==> config.mk <==
export PLATFORM = sky130hd
export DESIGN_NAME = wf2d_ctrl
export DESIGN_NICKNAME = d
export VERILOG_FILES = /design/src/wf2d_pkg.sv /design/src/wf2d_ctrl.sv
export SDC_FILE = /design/constraint.sdc
export NUM_CORES = 1
export LEC_CHECK = 0
export CORE_ASPECT_RATIO = 1.4
export CORE_UTILIZATION = 25
export CTS_CLUSTER_SIZE = 16
export DETAILED_ROUTE_END_ITERATION = 8
export DONT_BUFFER_PORTS = 1
export PLACE_DENSITY_LB_ADDON = 0.15
export SYNTH_ARGS = -nofsm -noshare
export SYNTH_HDL_FRONTEND = slang
export SYNTH_SLANG_ARGS = --single-unit
==> constraint.sdc <==
create_clock -name clk -period 1.5 [get_ports clk]
set_clock_uncertainty 0.05 [all_clocks]
set_input_delay 0.15 -clock clk [delete_from_list [all_inputs] [get_ports clk]]
set_output_delay 0.15 -clock clk [all_outputs]
set_load 0.01 [all_outputs]
==> src/wf2d_pkg.sv <==
// ----------------------------------------------------------------------------
// wf2d_pkg
// Shared types, constants and helpers for the 2D wave field step core.
// ----------------------------------------------------------------------------
`default_nettype none

package wf2d_pkg;

    localparam int GRID_SIDE = 32;
    localparam int IDX_W     = $clog2(GRID_SIDE);
    localparam int ADDR_W    = 2 * IDX_W;
    localparam int CELLS     = GRID_SIDE * GRID_SIDE;
    localparam int EVEN_SIDE = GRID_SIDE - (GRID_SIDE % 2);
    localparam int N_W       = 6;

    localparam int CFG_IDX_W  = 3;
    localparam int CFG_DATA_W = 32;

    localparam logic [16:0] FACTOR_ONE = 17'd65536;
    localparam logic [16:0] FACTOR_MAX = 17'd131071;

    typedef enum logic [CFG_IDX_W-1:0] {
        CFG_ACTIVE_SIZE     = 3'd0,
        CFG_FORCE_GAIN      = 3'd1,
        CFG_STEP_TIME       = 3'd2,
        CFG_PRESSURE_RETAIN = 3'd3,
        CFG_VELOCITY_RETAIN = 3'd4,
        CFG_DEPOSIT_LIMIT   = 3'd5
    } cfg_idx_t;

    typedef enum logic [2:0] {
        OP_STEP   = 3'd0,
        OP_WRITE  = 3'd1,
        OP_ADD    = 3'd2,
        OP_READ   = 3'd3,
        OP_SAMPLE = 3'd4
    } op_t;

    typedef enum logic [1:0] {
        ARR_PRESSURE = 2'd0,
        ARR_VELOCITY = 2'd1,
        ARR_FACTOR   = 2'd2,
        ARR_DEPOSIT  = 2'd3
    } arr_t;

    typedef enum logic [5:0] {
        ST_CLEAR, ST_IDLE, ST_DISPATCH, ST_BAD,
        ST_F0, ST_F1, ST_F2, ST_F3, ST_F4, ST_F5, ST_F6, ST_F7,
        ST_U0, ST_U1, ST_U2, ST_U3, ST_U4, ST_U5,
        ST_RD0, ST_RD1, ST_WR, ST_AD0, ST_AD1,
        ST_S0, ST_S1, ST_S2, ST_S3, ST_S4, ST_S5, ST_S6, ST_S7, ST_S8,
        ST_DONE
    } state_t;

    typedef enum logic [5:0] {
        UOP_NONE, UOP_CLEAR, UOP_CAPTURE, UOP_BAD,
        UOP_F0, UOP_F1, UOP_F2, UOP_F3, UOP_F4, UOP_F5, UOP_F6, UOP_F7,
        UOP_U0, UOP_U1, UOP_U2, UOP_U3, UOP_U4, UOP_U5,
        UOP_RD0, UOP_RD1, UOP_WR, UOP_AD0, UOP_AD1,
        UOP_S0, UOP_S1, UOP_S2, UOP_S3, UOP_S4, UOP_S5, UOP_S6, UOP_S7, UOP_S8,
        UOP_PUBLISH
    } uop_t;

    typedef struct packed {
        uop_t uop;
        logic cnt_clear;
        logic cnt_next;
        logic full_range;
    } cmd_t;

    typedef struct packed {
        logic [2:0] op;
        logic       index_bad;
        logic       last_cell;
    } status_t;

    function automatic logic signed [31:0] sat32(input logic signed [63:0] x);
        logic signed [31:0] r;
        if (x > 64'sd2147483647)
            r = 32'sh7FFFFFFF;
        else if (x < -64'sd2147483648)
            r = 32'sh80000000;
        else
            r = x[31:0];
        return r;
    endfunction

    function automatic logic [31:0] abs32(input logic signed [31:0] x);
        logic signed [31:0] n;
        n = -x;
        return x[31] ? n : x;
    endfunction

endpackage

`default_nettype wire

==> src/wf2d_ctrl.sv <==
// ----------------------------------------------------------------------------
// wf2d_ctrl
// Sequencer: walks each operation through its micro steps and owns the
// handshakes of the item and result channels.
// ----------------------------------------------------------------------------
`default_nettype none

module wf2d_ctrl
    import wf2d_pkg::*;
(
    input  wire logic    clk,
    input  wire logic    rst_n,
    input  wire logic    item_valid,
    output logic         item_stall,
    output logic         result_valid,
    input  wire logic    result_stall,
    input  wire status_t status,
    output cmd_t         cmd
);

    state_t state_reg, state_next;
    logic   result_valid_reg, result_valid_next;
    logic   publish;

    always_ff @(posedge clk or negedge rst_n)
    begin
        if (!rst_n)
        begin
            state_reg        <= ST_CLEAR;
            result_valid_reg <= 1'b0;
        end
        else
        begin
            state_reg        <= state_next;
            result_valid_reg <= result_valid_next;
        end
    end

    always_comb
    begin
        state_next     = state_reg;
        cmd.uop        = UOP_NONE;
        cmd.cnt_clear  = 1'b0;
        cmd.cnt_next   = 1'b0;
        cmd.full_range = 1'b0;
        publish        = 1'b0;
        case (state_reg)
            ST_CLEAR:
            begin
                cmd.uop        = UOP_CLEAR;
                cmd.full_range = 1'b1;
                if (status.last_cell)
                begin
                    cmd.cnt_clear = 1'b1;
                    state_next    = ST_IDLE;
                end
                else
                    cmd.cnt_next = 1'b1;
            end
            ST_IDLE:
            begin
                if (item_valid)
                begin
                    cmd.uop    = UOP_CAPTURE;
                    state_next = ST_DISPATCH;
                end
            end
            ST_DISPATCH:
            begin
                cmd.cnt_clear = 1'b1;
                if (status.op == OP_STEP)
                    state_next = ST_F0;
                else if (status.op > OP_SAMPLE)
                    state_next = ST_DONE;
                else if (status.index_bad)
                    state_next = ST_BAD;
                else
                begin
                    case (status.op)
                        OP_WRITE:  state_next = ST_WR;
                        OP_ADD:    state_next = ST_AD0;
                        OP_READ:   state_next = ST_RD0;
                        default:   state_next = ST_S0;
                    endcase
                end
            end
            ST_BAD:  begin cmd.uop = UOP_BAD;  state_next = ST_DONE; end
            ST_F0:   begin cmd.uop = UOP_F0;   state_next = ST_F1;   end
            ST_F1:   begin cmd.uop = UOP_F1;   state_next = ST_F2;   end
            ST_F2:   begin cmd.uop = UOP_F2;   state_next = ST_F3;   end
            ST_F3:   begin cmd.uop = UOP_F3;   state_next = ST_F4;   end
            ST_F4:   begin cmd.uop = UOP_F4;   state_next = ST_F5;   end
            ST_F5:   begin cmd.uop = UOP_F5;   state_next = ST_F6;   end
            ST_F6:   begin cmd.uop = UOP_F6;   state_next = ST_F7;   end
            ST_F7:
            begin
                cmd.uop = UOP_F7;
                if (status.last_cell)
                begin
                    cmd.cnt_clear = 1'b1;
                    state_next    = ST_U0;
                end
                else
                begin
                    cmd.cnt_next = 1'b1;
                    state_next   = ST_F0;
                end
            end
            ST_U0:   begin cmd.uop = UOP_U0;   state_next = ST_U1;   end
            ST_U1:   begin cmd.uop = UOP_U1;   state_next = ST_U2;   end
            ST_U2:   begin cmd.uop = UOP_U2;   state_next = ST_U3;   end
            ST_U3:   begin cmd.uop = UOP_U3;   state_next = ST_U4;   end
            ST_U4:   begin cmd.uop = UOP_U4;   state_next = ST_U5;   end
            ST_U5:
            begin
                cmd.uop = UOP_U5;
                if (status.last_cell)
                    state_next = ST_DONE;
                else
                begin
                    cmd.cnt_next = 1'b1;
                    state_next   = ST_U0;
                end
            end
            ST_RD0:  begin cmd.uop = UOP_RD0;  state_next = ST_RD1;  end
            ST_RD1:  begin cmd.uop = UOP_RD1;  state_next = ST_DONE; end
            ST_WR:   begin cmd.uop = UOP_WR;   state_next = ST_DONE; end
            ST_AD0:  begin cmd.uop = UOP_AD0;  state_next = ST_AD1;  end
            ST_AD1:  begin cmd.uop = UOP_AD1;  state_next = ST_DONE; end
            ST_S0:   begin cmd.uop = UOP_S0;   state_next = ST_S1;   end
            ST_S1:   begin cmd.uop = UOP_S1;   state_next = ST_S2;   end
            ST_S2:   begin cmd.uop = UOP_S2;   state_next = ST_S3;   end
            ST_S3:   begin cmd.uop = UOP_S3;   state_next = ST_S4;   end
            ST_S4:   begin cmd.uop = UOP_S4;   state_next = ST_S5;   end
            ST_S5:   begin cmd.uop = UOP_S5;   state_next = ST_S6;   end
            ST_S6:   begin cmd.uop = UOP_S6;   state_next = ST_S7;   end
            ST_S7:   begin cmd.uop = UOP_S7;   state_next = ST_S8;   end
            ST_S8:   begin cmd.uop = UOP_S8;   state_next = ST_DONE; end
            ST_DONE:
            begin
                if (!result_valid_reg || !result_stall)
                begin
                    cmd.uop    = UOP_PUBLISH;
                    publish    = 1'b1;
                    state_next = ST_IDLE;
                end
            end
            default: state_next = ST_IDLE;
        endcase
    end

    always_comb
    begin
        if (publish)
            result_valid_next = 1'b1;
        else if (result_valid_reg && !result_stall)
            result_valid_next = 1'b0;
        else
            result_valid_next = result_valid_reg;
    end

    assign item_stall   = (state_reg != ST_IDLE);
    assign result_valid = result_valid_reg;

endmodule

`default_nettype wire

; ---- Yosys cells after proc, flatten, opt, wreduce, memory -nomap -nowiden
; Index checks and enable logic that the tools add are counted.
[op_classes]
div = 0
shift = 0
add_sub_neg = 0
reduce_logical = 11
mul = 0
n_eq_ne = 39
magnitude_cmp = 1
n_bitwise = 0
n_mux = 22
[ops]
columns = operator, n
row1 = $pmux W6 S32, 1
row2 = $pmux W6 S29, 1
row3 = $eq A6 B5 Y1 const B, 16
row4 = $eq A6 B4 Y1 const B, 8
row5 = $mux W6, 8
row6 = $eq A6 B3 Y1 const B, 4
row7 = $eq A6 B2 Y1 const B, 2
row8 = $pmux W3 S3, 1
row9 = $mux W1, 8
row10 = $eq A3 B2 Y1 const B, 2
row11 = $eq A6 B1 Y1 const B, 1
row12 = $eq A6 B6 Y1 const B, 1
row13 = $logic_not A6 Y1, 1
row14 = $ne A2 B2 Y1 const B, 3
row15 = $ne A6 B1 Y1 const B, 1
row16 = $reduce_or A5 Y1, 1
row17 = $mux W4, 1
row18 = $eq A3 B1 Y1 const B, 1
row19 = $gt A3 B3 Y1 const B, 1
row20 = $logic_not A3 Y1, 1
row21 = $reduce_and A3 Y1, 1
row22 = $reduce_or A3 Y1, 1
row23 = $logic_not A1 Y1, 2
row24 = $mux W2, 1
row25 = 5 further kinds, 5
[totals]
regBits = 7
inputBits = 9
rom_bits = 0
wordCells = 75
mem_bits_rw = 0
out_inout_bits = 11
latchBits = 0
mem_count = 0

; ---- Logic depth before layout (Yosys ltp)
[depth]
depth_word = 6
ltp_mapped = 6

; ---- Least setup slack after synthesis
; Ideal clock, no wire load.
[synth_path]
path_kind = register to output
from = register state_reg[4]
to = output cmd[3] (netlist bit)
stages_incl_launch_ff = 4
n_path_buf = 0
t_arrival_ns = 1.341
slack_ns = -0.041
required_time_ns = 1.300
path_cell_list = dfrtp_1 -> or3_4 -> or3_4 -> a21oi_1
[synth_rtl]
columns = element, line_no
row1 = "start, declared", wf2d_ctrl.sv:21  ; state_t state_reg, state_next;
row2 = "start signal, assigned", wf2d_ctrl.sv:34  ; state_reg <= state_next;
row3 = "end, declared", wf2d_ctrl.sv:18  ; output cmd_t cmd

==> results_dict.tcl <==
set metrics [dict create \
    status "complete, but fails checks" \
    violations "negative setup slack" \
    ir_drop_v 0.000960 \
    ys_warn_count 0 \
    r2r_end "state_reg[3]" \
    gp_congestion 0.724 \
    setup_viol 12 \
    ys.flop_type "dfrtp_1" \
    clk_latency_ns 0.23 \
    syn-cell-area_um2 744 \
    synth_edf_count 0 \
    boundaryPins 20 \
    cpPeakStageDelay_ns 0.41 \
    viasPerCell 5.48 \
    rows 23 \
    nFillCells 263 \
    initial_core_util_pct 26.1 \
    worst_slack_ns -0.275 \
    start_kind "register" \
    antennaDiodeCount 0 \
    postLayoutCellArea_um2 1220 \
    cap_viol_max_count 0 \
    drtIter0Drc 14 \
    antenna_found_initial 0 \
    syn_inst 101 \
    worst_slew_pin_slew_ns 0.400 \
    vias 882 \
    leakagePower_nw 0.486 \
    cts.htree.levels 1 \
    timing.fmax_mhz 563 \
    slowest_stage "or3_4" \
    startpoint "state_reg[2]" \
    cts_root_buf "clkbuf_8" \
    grt_pass1_wl_um 3820 \
    period_share_pct 118 \
    synth_seq_cells 7 \
    clkTransAtPathRegs_ns 0.04 \
    syn_nets 110 \
    crit_fanout 5 \
    track_usage_pct 16.3 \
    clock_sinks 7 \
    crit_type "register to output port" \
    drive_gt1_share_pct 44.4 \
    cts_tree "yes" \
    r2r_cells 7 \
    clk_path_buf_depth 2 \
    die-area_um2 3200 \
    critPathArrivalTime_ns 1.57 \
    max-slew-margin-rel_pct 73.0 \
    slew_viol_final 0 \
    drc 0 \
    cts_buffers 3 \
    worst-path-buf-inv 0 \
    yosys.cell_types.count 42 \
    finalSetupTns_ns -1.51 \
    crit_chain "or3_4, or3_4, a21oi_4" \
    routed_wl_um 2390 \
    dp_hpwl_um 1640 \
    avgSynthCellArea_um2 7.37 \
    antenna_left 0 \
    first_pass_iters 4 \
    power_density_nw_per_um2 2060 \
    coreArea_um2 2850 \
    period_minus_slack_ns 1.77 \
    place_area_um2 917 \
    hold_end "state_reg[3]" \
    hp-start "status[0]" \
    first_global_vias 879 \
    hp-class "input pin to register" \
    wl_per_cell_um 14.9 \
    end_kind "output port" \
    critical_path_required_ns 1.30 \
    rrSetupSlack_ns -0.10 \
    reg2reg_from "state_reg[2]" \
    dieWidth_um 48.1 \
    grt_overflow 0 \
    min_path_cells 2 \
    area_growth_pct 64.4 \
    die_h_um 66.6 \
    io_buffer_count 0 \
    cpMostUsedCell "or3_4" \
    finalHoldViolCount 0 \
    grt_start_max_net_pins 24 \
    synth-seq-area-share_pct 23.5 \
    path_delay_family "simple AND/OR/NAND/NOR gates" \
    rsz0062_at_grt "yes" \
    largest_reg_flops 6 \
    nNetsFinal 134 \
    synth-async-reset-ratio_pct 100 \
]
-- Yosys cell counts, types with 4 or more instances --
cell	number	area, um2
dfrtp_1	7	175
nor2b_1	5	31.3
nand2_1	7	26.3
a21oi_1	4	20.0
buf_2	5	25.0
nor2_1	12	45.0
o21ai_0	7	35.0
-- metal layers --
metal / share of wire (%) / vias up / track usage [%] / wire length, um
met2: 54 / 23 / 26.2 / 1290
li1: - / 421 / - / -
met4: 2.4 / 0 / 7.29 / 57
met5: 0 / - / 0 / 0
met3: 3.8 / 6 / 1.90 / 92
met1: 40 / 432 / 21.0 / 950
-- cell usage in the layout, fill, tap and decap left out, types with 2 or more instances in the layout --
master,count
a21oi_2,2
nor2b_1,4
or3_1,2
a32oi_1,2
clkbuf_8,3
dlygate4sd3_1,3
nor2_1,9
nor2_4,2
or3_4,3
nand3b_1,3
buf_4,14
inv_4,2
nor2_2,2
o21ai_0,6
nand3_1,2
nor3_2,2
inv_1,2
dfrtp_1,7
o32ai_2,2
nand2_1,7
a22oi_2,2
buf_12,2
buf_6,8
-- where the power goes --
part	internal [mW]	leakage (nW)	switching (mW)
sequential	0.261	0.0926	0.0744
combinational	0.954	0.371	0.962
clock	0.184	0.0228	0.0834
-- worst max-delay path by stage --
stage,end,slack [ns],depth (start not counted)
5_1_grt,cmd[8],-0.34,4
6_report,cmd[3],-0.27,3
3_5_place_dp,cmd[8],-0.08,4
4_1_cts,cmd[3],-0.27,3
2_1_floorplan,cmd[0],0.0008,3
3_3_place_gp,cmd[8],-0.04,4
-- final cells by class --
| type | count | area [um2] | share of cell area, % |
|---|---|---|---|
| multi-input combinational | 81 | 657 | 53.7 |
| tap | 37 | 46.3 | 3.78 |
| sequential | 7 | 175 | 14.3 |
| inverter | 4 | 20.0 | 1.64 |
| clock buffer | 4 | 45.0 | 3.68 |
| timing repair buffer | 28 | 280 | 22.9 |
-- kinds of logic after synthesis --
family / Yosys count / synth area share [%]
AOI/OAI and AO/OA: 30 / 28.6
muxes: 1 / 1.51
buffers and inverters: 13 / 7.90
xor gates and xnor gates: 2 / 2.35
and+or+nand+nor: 47 / 34.8
DFF: 7 / 23.5
adders and majority gates: 1 / 1.34
-- repair_timing --
| item | in CTS | in global routing |
|---|---|---|
| setup endpoints to repair | 7 | 12 |
| resized for setup | 13 | 26 |
| endpoints found under the hold margin | 8 | 1 |
| buffers inserted | 3 | 4 |
| hold buffers | 2 | 1 |
| pin swaps | 5 | 11 |
-- stage by stage --
| step | setup slack, ns | hold slack (ns) | cells | power, mW | utilization [%] |
|---|---|---|---|---|---|
| after floorplan | 0.000828 | -0.196 | 101 | 1.25 | - |
| after global placement | -0.0388 | -0.195 | 147 | 1.76 | 32.2 |
| after detailed placement | -0.0820 | -0.195 | 147 | 1.76 | 32.2 |
| final | -0.275 | 0.0710 | 161 | 2.52 | 43.0 |
| after global routing | -0.345 | 0.103 | 161 | 2.71 | 43.0 |
| after CTS | -0.268 | 0.0119 | 156 | 2.22 | 37.2 |
Note: power is estimated with default switching activity, not from simulation.
